`src/sv/sat_pkg.sv`:
```
// Shared types, sizes and codes for the sorted array table.
// No dependencies; imported by every module of the block.
package sat_pkg;

    localparam int CAPACITY      = 32;
    localparam int KEY_BITS      = 16;
    localparam int PAYLOAD_BITS  = 32;
    localparam int IDX_W         = $clog2(CAPACITY);
    localparam int CNT_W         = $clog2(CAPACITY + 1);
    localparam int ENTRY_COUNT_W = 6;
    localparam int IN_TDATA_W    = 56;
    localparam int OUT_TDATA_W   = 48;

    localparam logic [1:0] OP_INSERT = 2'd0;
    localparam logic [1:0] OP_LOOKUP = 2'd1;
    localparam logic [1:0] OP_REMOVE = 2'd2;
    localparam logic [1:0] OP_CLEAR  = 2'd3;

    localparam logic [1:0] ST_OK      = 2'd0;
    localparam logic [1:0] ST_FULL    = 2'd1;
    localparam logic [1:0] ST_DUP     = 2'd2;
    localparam logic [1:0] ST_MISSING = 2'd3;

    typedef struct packed {
        logic [KEY_BITS-1:0]     key;
        logic [PAYLOAD_BITS-1:0] payload;
    } t_entry;

    typedef struct packed {
        logic             we;
        logic [IDX_W-1:0] waddr;
        t_entry           wdata;
        logic [IDX_W-1:0] raddr;
    } t_mem_req;

    typedef struct packed {
        logic [1:0]              status;
        logic [PAYLOAD_BITS-1:0] found_payload;
        logic [CNT_W-1:0]        count;
    } t_result;

endpackage

```
`src/sv/sat_mem.sv`:
```
// Entry store: one write port, one read port with registered read data.
// Depends on sat_pkg.
module sat_mem (
    input  logic              i_clk,
    input  sat_pkg::t_mem_req i_req,
    output sat_pkg::t_entry   o_rdata
);
    import sat_pkg::*;

    t_entry r_mem [CAPACITY];
    t_entry r_rdata;

    always_ff @(posedge i_clk) begin
        if (i_req.we) begin
            r_mem[i_req.waddr] <= i_req.wdata;
        end
        r_rdata <= r_mem[i_req.raddr];
    end

    assign o_rdata = r_rdata;

endmodule

```
`src/sv/sat_ctrl.sv`:
```
// Sequencer: walks the store one entry per cycle to search, then shifts
// entries up or down for insert and remove. Depends on sat_pkg.
module sat_ctrl (
    input  logic                           i_clk,
    input  logic                           i_rst_n,
    input  logic                           i_valid,
    output logic                           o_ready,
    input  logic [1:0]                     i_op,
    input  logic [sat_pkg::KEY_BITS-1:0]   i_key,
    input  logic [sat_pkg::PAYLOAD_BITS-1:0] i_payload,
    output sat_pkg::t_mem_req              o_mem_req,
    input  sat_pkg::t_entry                i_rdata,
    output logic                           o_res_valid,
    input  logic                           i_res_ready,
    output sat_pkg::t_result               o_res
);
    import sat_pkg::*;

    localparam logic [1:0] S_IDLE = 2'd0;
    localparam logic [1:0] S_SRCH = 2'd1;
    localparam logic [1:0] S_SHFT = 2'd2;
    localparam logic [1:0] S_RES  = 2'd3;

    logic [1:0]              r_state, n_state;
    logic [1:0]              r_op, n_op;
    logic [KEY_BITS-1:0]     r_key, n_key;
    logic [PAYLOAD_BITS-1:0] r_pay, n_pay;
    logic [CNT_W-1:0]        r_count, n_count;
    logic [CNT_W-1:0]        r_src, n_src;
    logic [CNT_W-1:0]        r_pidx, n_pidx;
    logic [CNT_W-1:0]        r_pos, n_pos;
    logic                    r_pv, n_pv;
    logic                    r_iss, n_iss;
    logic [1:0]              r_status, n_status;
    logic [PAYLOAD_BITS-1:0] r_found, n_found;

    logic             lt, eq, last, up;
    logic [CNT_W-1:0] pidx_inc, pidx_dec, pos;

    assign lt       = i_rdata.key < r_key;
    assign eq       = i_rdata.key == r_key;
    assign pidx_inc = r_pidx + CNT_W'(1);
    assign pidx_dec = r_pidx - CNT_W'(1);
    assign last     = pidx_inc == r_count;
    assign up       = r_op == OP_INSERT;
    assign pos      = lt ? r_count : r_pidx;

    assign o_ready     = r_state == S_IDLE;
    assign o_res_valid = r_state == S_RES;
    assign o_res       = '{status: r_status, found_payload: r_found, count: r_count};

    always_comb begin
        o_mem_req.raddr = r_src[IDX_W-1:0];
        o_mem_req.we    = 1'b0;
        o_mem_req.waddr = IDX_W'(r_pos);
        o_mem_req.wdata = '{key: r_key, payload: r_pay};
        if (r_state == S_SHFT) begin
            if (r_pv) begin
                o_mem_req.we    = 1'b1;
                o_mem_req.waddr = up ? IDX_W'(pidx_inc) : IDX_W'(pidx_dec);
                o_mem_req.wdata = i_rdata;
            end else if (!r_iss && up) begin
                o_mem_req.we = 1'b1;
            end
        end
    end

    always_comb begin
        n_state  = r_state;
        n_op     = r_op;
        n_key    = r_key;
        n_pay    = r_pay;
        n_count  = r_count;
        n_src    = r_src;
        n_pidx   = r_pidx;
        n_pos    = r_pos;
        n_pv     = r_pv;
        n_iss    = r_iss;
        n_status = r_status;
        n_found  = r_found;
        unique case (r_state)
            S_IDLE: begin
                if (i_valid) begin
                    n_op     = i_op;
                    n_key    = i_key;
                    n_pay    = i_payload;
                    n_pv     = 1'b0;
                    n_iss    = 1'b0;
                    n_src    = '0;
                    n_pos    = '0;
                    n_found  = '0;
                    n_status = ST_OK;
                    unique case (i_op) inside
                        OP_CLEAR: begin
                            n_count = '0;
                            n_state = S_RES;
                        end
                        OP_INSERT: begin
                            if (r_count == CNT_W'(CAPACITY)) begin
                                n_status = ST_FULL;
                                n_state  = S_RES;
                            end else if (r_count == '0) begin
                                n_state = S_SHFT;
                            end else begin
                                n_state = S_SRCH;
                            end
                        end
                        OP_LOOKUP, OP_REMOVE: begin
                            if (r_count == '0) begin
                                n_status = ST_MISSING;
                                n_state  = S_RES;
                            end else begin
                                n_state = S_SRCH;
                            end
                        end
                        default: n_state = S_RES;
                    endcase
                end
            end
            S_SRCH: begin
                n_src  = r_src + CNT_W'(1);
                n_pv   = 1'b1;
                n_pidx = r_src;
                if (r_pv && (!lt || last)) begin
                    n_pv = 1'b0;
                    case (r_op)
                        OP_LOOKUP: begin
                            if (eq) begin
                                n_found = i_rdata.payload;
                            end else begin
                                n_status = ST_MISSING;
                            end
                            n_state = S_RES;
                        end
                        OP_REMOVE: begin
                            if (eq) begin
                                n_pos   = r_pidx;
                                n_src   = pidx_inc;
                                n_iss   = pidx_inc < r_count;
                                n_state = S_SHFT;
                            end else begin
                                n_status = ST_MISSING;
                                n_state  = S_RES;
                            end
                        end
                        OP_INSERT: begin
                            if (eq) begin
                                n_status = ST_DUP;
                                n_state  = S_RES;
                            end else begin
                                n_pos   = pos;
                                n_src   = r_count - CNT_W'(1);
                                n_iss   = r_count > pos;
                                n_state = S_SHFT;
                            end
                        end
                        default: n_state = S_RES;
                    endcase
                end
            end
            S_SHFT: begin
                if (r_iss) begin
                    n_pv   = 1'b1;
                    n_pidx = r_src;
                    if (up) begin
                        if (r_src == r_pos) n_iss = 1'b0;
                        else                n_src = r_src - CNT_W'(1);
                    end else begin
                        if (r_src == r_count - CNT_W'(1)) n_iss = 1'b0;
                        else                             n_src = r_src + CNT_W'(1);
                    end
                end else begin
                    n_pv = 1'b0;
                end
                if (!r_iss && !r_pv) begin
                    n_count = up ? r_count + CNT_W'(1) : r_count - CNT_W'(1);
                    n_state = S_RES;
                end
            end
            S_RES: begin
                if (i_res_ready) begin
                    n_state = S_IDLE;
                end
            end
            default: n_state = S_IDLE;
        endcase
    end

    always_ff @(posedge i_clk) begin
        if (!i_rst_n) begin
            r_state <= S_IDLE;
            r_count <= '0;
            r_pv    <= 1'b0;
            r_iss   <= 1'b0;
        end else begin
            r_state <= n_state;
            r_count <= n_count;
            r_pv    <= n_pv;
            r_iss   <= n_iss;
        end
        r_op     <= n_op;
        r_key    <= n_key;
        r_pay    <= n_pay;
        r_src    <= n_src;
        r_pidx   <= n_pidx;
        r_pos    <= n_pos;
        r_status <= n_status;
        r_found  <= n_found;
    end

endmodule

```
`src/sv/sorted_array_table_top.sv`:
```
// Top level of the sorted array table: stream ports, sequencer, entry
// store and output register. Depends on sat_pkg, sat_mem, sat_ctrl.
//
//  Channel  | Dir | Fields (tdata, lowest bit up)
//  s_axis   | in  | op[1:0] key[17:2] payload[49:18], zero pad to 56
//  m_axis   | out | status[1:0] found_payload[33:2] entry_count[39:34]
//           |     | is_empty[40] is_full[41], zero pad to 48
//
// One beat at a time. Lookup, remove and insert into a non-empty table
// search the entries in order through the single read port of the entry
// store, one entry per cycle; insert and remove then shift them. Clear,
// insert into a full table and lookup or remove on an empty table skip both.
// Reset clears the count, not the store; the store needs no clearing pass.
// A stalled result waits in the output register; a following result waits
// in the sequencer, which then takes no new beat.
module sorted_array_table_top (
    input  logic                           i_clk,
    input  logic                           i_rst_n,
    input  logic                           i_s_axis_tvalid,
    output logic                           o_s_axis_tready,
    // op, key, payload
    input  logic [sat_pkg::IN_TDATA_W-1:0] i_s_axis_tdata,
    output logic                           o_m_axis_tvalid,
    input  logic                           i_m_axis_tready,
    // status, found_payload, entry_count, is_empty, is_full
    output logic [sat_pkg::OUT_TDATA_W-1:0] o_m_axis_tdata
);
    import sat_pkg::*;

    localparam int OUT_USED_W = 2 + PAYLOAD_BITS + ENTRY_COUNT_W + 2;

    t_mem_req mem_req;
    t_entry   rdata;
    t_result  res;
    logic     res_valid, res_ready;

    logic    r_ovalid;
    t_result r_ores;

    logic [ENTRY_COUNT_W-1:0] entry_count;
    logic                     is_empty, is_full;

    sat_mem u_mem (
        .i_clk   (i_clk),
        .i_req   (mem_req),
        .o_rdata (rdata)
    );

    sat_ctrl u_ctrl (
        .i_clk       (i_clk),
        .i_rst_n     (i_rst_n),
        .i_valid     (i_s_axis_tvalid),
        .o_ready     (o_s_axis_tready),
        .i_op        (i_s_axis_tdata[1:0]),
        .i_key       (i_s_axis_tdata[2 +: KEY_BITS]),
        .i_payload   (i_s_axis_tdata[2 + KEY_BITS +: PAYLOAD_BITS]),
        .o_mem_req   (mem_req),
        .i_rdata     (rdata),
        .o_res_valid (res_valid),
        .i_res_ready (res_ready),
        .o_res       (res)
    );

    assign res_ready = !r_ovalid || i_m_axis_tready;

    always_ff @(posedge i_clk) begin
        if (!i_rst_n) begin
            r_ovalid <= 1'b0;
        end else if (res_ready) begin
            r_ovalid <= res_valid;
        end
        if (res_ready && res_valid) begin
            r_ores <= res;
        end
    end

    assign entry_count = ENTRY_COUNT_W'(r_ores.count);
    assign is_empty    = r_ores.count == '0;
    assign is_full     = r_ores.count == CNT_W'(CAPACITY);

    assign o_m_axis_tvalid = r_ovalid;
    assign o_m_axis_tdata  = {{(OUT_TDATA_W - OUT_USED_W){1'b0}}, is_full, is_empty,
                              entry_count, r_ores.found_payload, r_ores.status};

endmodule

```
`config.mk`:
```
export PLATFORM = sky130hd
export DESIGN_NAME = sorted_array_table_top
export DESIGN_NICKNAME = d
export VERILOG_FILES = /design/src/sv/sat_pkg.sv /design/src/sv/sat_mem.sv /design/src/sv/sat_ctrl.sv /design/src/sv/sorted_array_table_top.sv
export SDC_FILE = /design/constraint.sdc
export NUM_CORES = 2
export LEC_CHECK = 0
export ABC_AREA = 1
export BUFFER_PORTS_ARGS = -buffer_cell sky130_fd_sc_hd__buf_2
export CAP_MARGIN = 40
export CORE_MARGIN = 2
export CORE_UTILIZATION = 50
export CTS_CLUSTER_SIZE = 14
export DETAILED_ROUTE_END_ITERATION = 6
export PLACE_DENSITY = 0.72
export SYNTH_ARGS = -nofsm -noshare
export SYNTH_HDL_FRONTEND = slang
export SYNTH_SLANG_ARGS = --single-unit
```
`constraint.sdc`:
```
create_clock -name i_clk -period 8.5 [get_ports i_clk]
set_input_delay 0 -clock i_clk [delete_from_list [all_inputs] [get_ports i_clk]]
set_output_delay 0 -clock i_clk [all_outputs]
set_load 0.02 [all_outputs]
```
==> results.yml <==
clocking:
  h-tree-depth: 4
  insertion_delay_ps: 790
  cts_made_buffers: 162
  cts.sinks: 1737
  cts_tree: "built"
  cts-resized-gates: 0
  cts.clk_slew.worst_paths_ps: 60
  cts_setup_buffers: 0
  cts-root-buf: "clkbuf_16"
  cts_max_path_buffers: 3
  cts.hold.buffers_added: 105
placed_design:
  post-place-cells: 7051
  numPortBuffers: 97
  hpwl_mm: 99.43
  place_congestion: 0.8752
  placed_area_sq_mm: 0.07255
yosys:
  seq_area_frac_synth_pct: 74.41
  ys_top_cells_by_area: "edfxtp_1 (73%), nand2_1 (5.0%), nor2_1 (4.3%)"
  async_flop_share_pct: 0
  synth-seq-cells: 1737
  synth_top_cell_by_area: "edfxtp_1"
  ys_warn_count: 0
  syn_avg_cell_area_sq_um: 12.96
  syn_area_sq_mm: 0.06931
  ys.flop_type: "edfxtp_1"
  postSynthCellCount: 5346
  synth-edff-count: 1678
  synth_top_area_share_pct: 72.70
  ys_types: 46
drt:
  viasPerCell: 6.096
  drt_first_pass_iters: 7
  remaining_drc_errors: 0
  via_count: 45430
  drtIter0Drc: 6387
  wirelength_mm: 185.0
  route.antenna.remaining_nets: 0
  detail_route.wl_per_cell_um: 24.82
global_routing:
  grtUsageMet2_pct: 39.09
  grt_use_total_pct: 25.66
  grt_start_max_net_pins: 213
  grtUsageMet3_pct: 4.755
  grt-busiest-layer: "met2"
  grt_pass1_wl_mm: 271.8
  grt_pass1_vias: 43210
  overflow: 0
  grtUsageMet1_pct: 36.20
  grt_antenna_before_repair: 3
sta:
  holdWs_ps: 89.87
  max_freq_mhz: 201.4
  skew_ps: 29.61
  period_share_pct: 58.42
  period_needed_ps: 4966
  worst_pin_slew_ps: 1104
  hold_viol_final: 0
  drv_slew: 0
  final-setup-viol-count: 0
  finalSetupTns_ps: 0
  relSlewSlack_pct: 26.43
  rsz0062_at_grt: "no"
floorplanning:
  die_h_um: 376.3
  num_io_pins: 110
  die-area_sq_mm: 0.1416
  num_rows: 136
  initial_utilization_pct: 50.41
  core_sq_mm: 0.1375
  die_w_um: 376.3
final_layout:
  area_growth_pct: 13.53
  drive_gt1_share_pct: 9.807
  num_antenna_cells: 0
  fin_nets: 5631
  fill_cells: 10370
  final_core_util_pct: 57.23
  post-route-cell-area_sq_mm: 0.07868
  stdcell_count: 7453
worst_setup_path:
  worstSetupPathType: "reg2reg"
  crit_start: "u_ctrl.r_state[0]"
  crit_path_max_fanout: 44
  arrival_ps: 5360
  r2r-start: "u_ctrl.r_state[0]"
  worstPathRequired_ps: 8890
  startpoint_type: "flip-flop"
  endpoint_kind: "flip-flop"
power:
  power_density_mw_per_mm2: 322.8
  ir_drop_mv: 0.3509
  p_leak_nw: 27.04
job:
  cap_viol_max_count: 0
outcome:
  status: "completed"
min_path:
  min_from: "i_m_axis_tready"
  hold_class: "in2reg"
-- cell usage after synthesis, types with 2 or more instances --
library cell / count
o2111ai_1: 7
mux2i_1: 34
xnor2_1: 4
buf_2: 113
a221oi_2: 31
nor3_1: 4
o21ai_1: 27
edfxtp_1: 1678
o22ai_1: 295
dfxtp_1: 59
o32ai_1: 10
a21oi_1: 54
buf_4: 31
nand2_1: 930
nor3b_1: 2
o21ai_0: 585
nor2_1: 803
o221ai_1: 35
clkbuf_1: 154
inv_2: 3
o211ai_1: 23
buf_1: 10
o31ai_1: 4
buf_6: 23
nand4_1: 10
a221oi_1: 37
a31oi_1: 3
clkinv_1: 5
xor2_1: 4
o21a_1: 6
nand3_1: 79
inv_1: 119
o311ai_1: 3
nor2_2: 2
a21boi_0: 102
ha_1: 44
buf_8: 4
-- metrics by stage --
step,setup WS (ps),power (mW)
floorplan,4244,15.83
finish,3534,25.40
global route,3363,26.42
detailed placement,3681,18.31
global placement,3529,17.92
CTS,3626,25.24
-- per-layer routing --
metal,vias to the layer above,share of wire (%)
li1,19850,-
met1,22080,39
met2,3034,45
met3,466,11
met4,2,4.4
met5,-,0.0070
-- report_power, final --
| group | total, mW | switching, mW | internal, mW |
|---|---|---|---|
| sequential | 10.6 | 0.238 | 10.3 |
| clock | 6.97 | 3.09 | 3.88 |
| combinational | 7.87 | 5.65 | 2.22 |
| total | 25.4 | 8.97 | 16.4 |
-- final cells by class --
cell class,instances,area [sq um],share of cell area (%)
Clock inverter,51,335.3,0.4262
Tap cell,1794,2245,2.853
Multi-Input combinational cell,3151,15860,20.16
Clock buffer,245,4735,6.017
Sequential cell,1737,51570,65.54
Timing Repair Buffer,348,3442,4.375
Inverter,127,494.2,0.6281
-- cell families (layout without fill, tap and decap cells) --
kind of cell | after synthesis | after routing | synth area share, %
buffers and inverters | 463 | 771 | 3.217
AO/OA/AOI/OAI | 1226 | 1226 | 10.84
AND/OR/NAND/NOR | 1833 | 1833 | 10.14
XOR/XNOR | 8 | 8 | 0.1011
flip-flops | 1737 | 1737 | 74.41
other | 1 | 6 | 0.005411
adder cells (fa/ha/maj) | 44 | 44 | 0.7943
multiplexers | 34 | 34 | 0.4910
-- cells in the final DEF, fill, tap and decap left out, types with 6 or more instances in the layout --
| master | Yosys | final |
|---|---|---|
| o21ai_1 | 27 | 31 |
| nand2_1 | 930 | 928 |
| a221oi_1 | 37 | 37 |
| o22ai_1 | 295 | 295 |
| buf_12 | 1 | 20 |
| inv_1 | 119 | 116 |
| o21ai_0 | 585 | 569 |
| clkinv_2 | 0 | 19 |
| clkbuf_16 | 0 | 169 |
| clkbuf_1 | 154 | 54 |
| dlygate4sd3_1 | 0 | 105 |
| dfxtp_1 | 59 | 59 |
| nor2_1 | 803 | 769 |
| nand4_1 | 10 | 10 |
| clkbuf_8 | 0 | 22 |
| mux2i_1 | 34 | 34 |
| o32ai_1 | 10 | 10 |
| a221oi_2 | 31 | 31 |
| o21a_1 | 6 | 6 |
| conb_1 | 1 | 6 |
| buf_16 | 0 | 17 |
| clkinv_1 | 5 | 26 |
| o211ai_1 | 23 | 23 |
| edfxtp_1 | 1678 | 1678 |
| a21oi_1 | 54 | 52 |
| o221ai_1 | 35 | 35 |
| a21boi_0 | 102 | 102 |
| buf_4 | 31 | 78 |
| ha_1 | 44 | 43 |
| o21ai_2 | 0 | 12 |
| buf_2 | 113 | 98 |
| nand3_1 | 79 | 79 |
| buf_8 | 4 | 29 |
| nor2_4 | 0 | 34 |
| o2111ai_1 | 7 | 7 |
-- sequential cells by signal, summed over array words and instances, names as in the netlist --
register and flops:
u_ctrl.r_iss 1, u_mem.o_rdata 48, u_ctrl.r_count 6, u_ctrl.r_pay 32
o_m_axis_tvalid 1, u_mem.r_mem 1536, u_ctrl.r_op 2, u_ctrl.r_state 2
u_ctrl.r_pidx 6, o_m_axis_tdata 34, u_ctrl.r_status 2, u_ctrl.r_src 6
u_ctrl.r_found 32, u_ctrl.r_key 16, entry_count 6, u_ctrl.r_pv 1
u_ctrl.r_pos 6
-- path summary, 6_finish.rpt --
path         slack, ps  cells past startpoint                  end
min                 90                      5      o_m_axis_tvalid
min reg2reg        400                      0   o_m_axis_tdata[26]
max reg2reg       3530                     10  u_mem.r_mem[31][15]
max               3530                     10  u_mem.r_mem[31][15]
-- critical path: stages (launching register included) --
cell and delay (ps):
dfxtp_1 340, inv_1 90, ha_1 390, nand2_2 110, clkinv_2 440, buf_4 660, o221ai_1 240, o21ai_0 350
nand2_1 420, nor2_4 640, buf_4 840
Note: power is estimated with default switching activity, not from simulation.
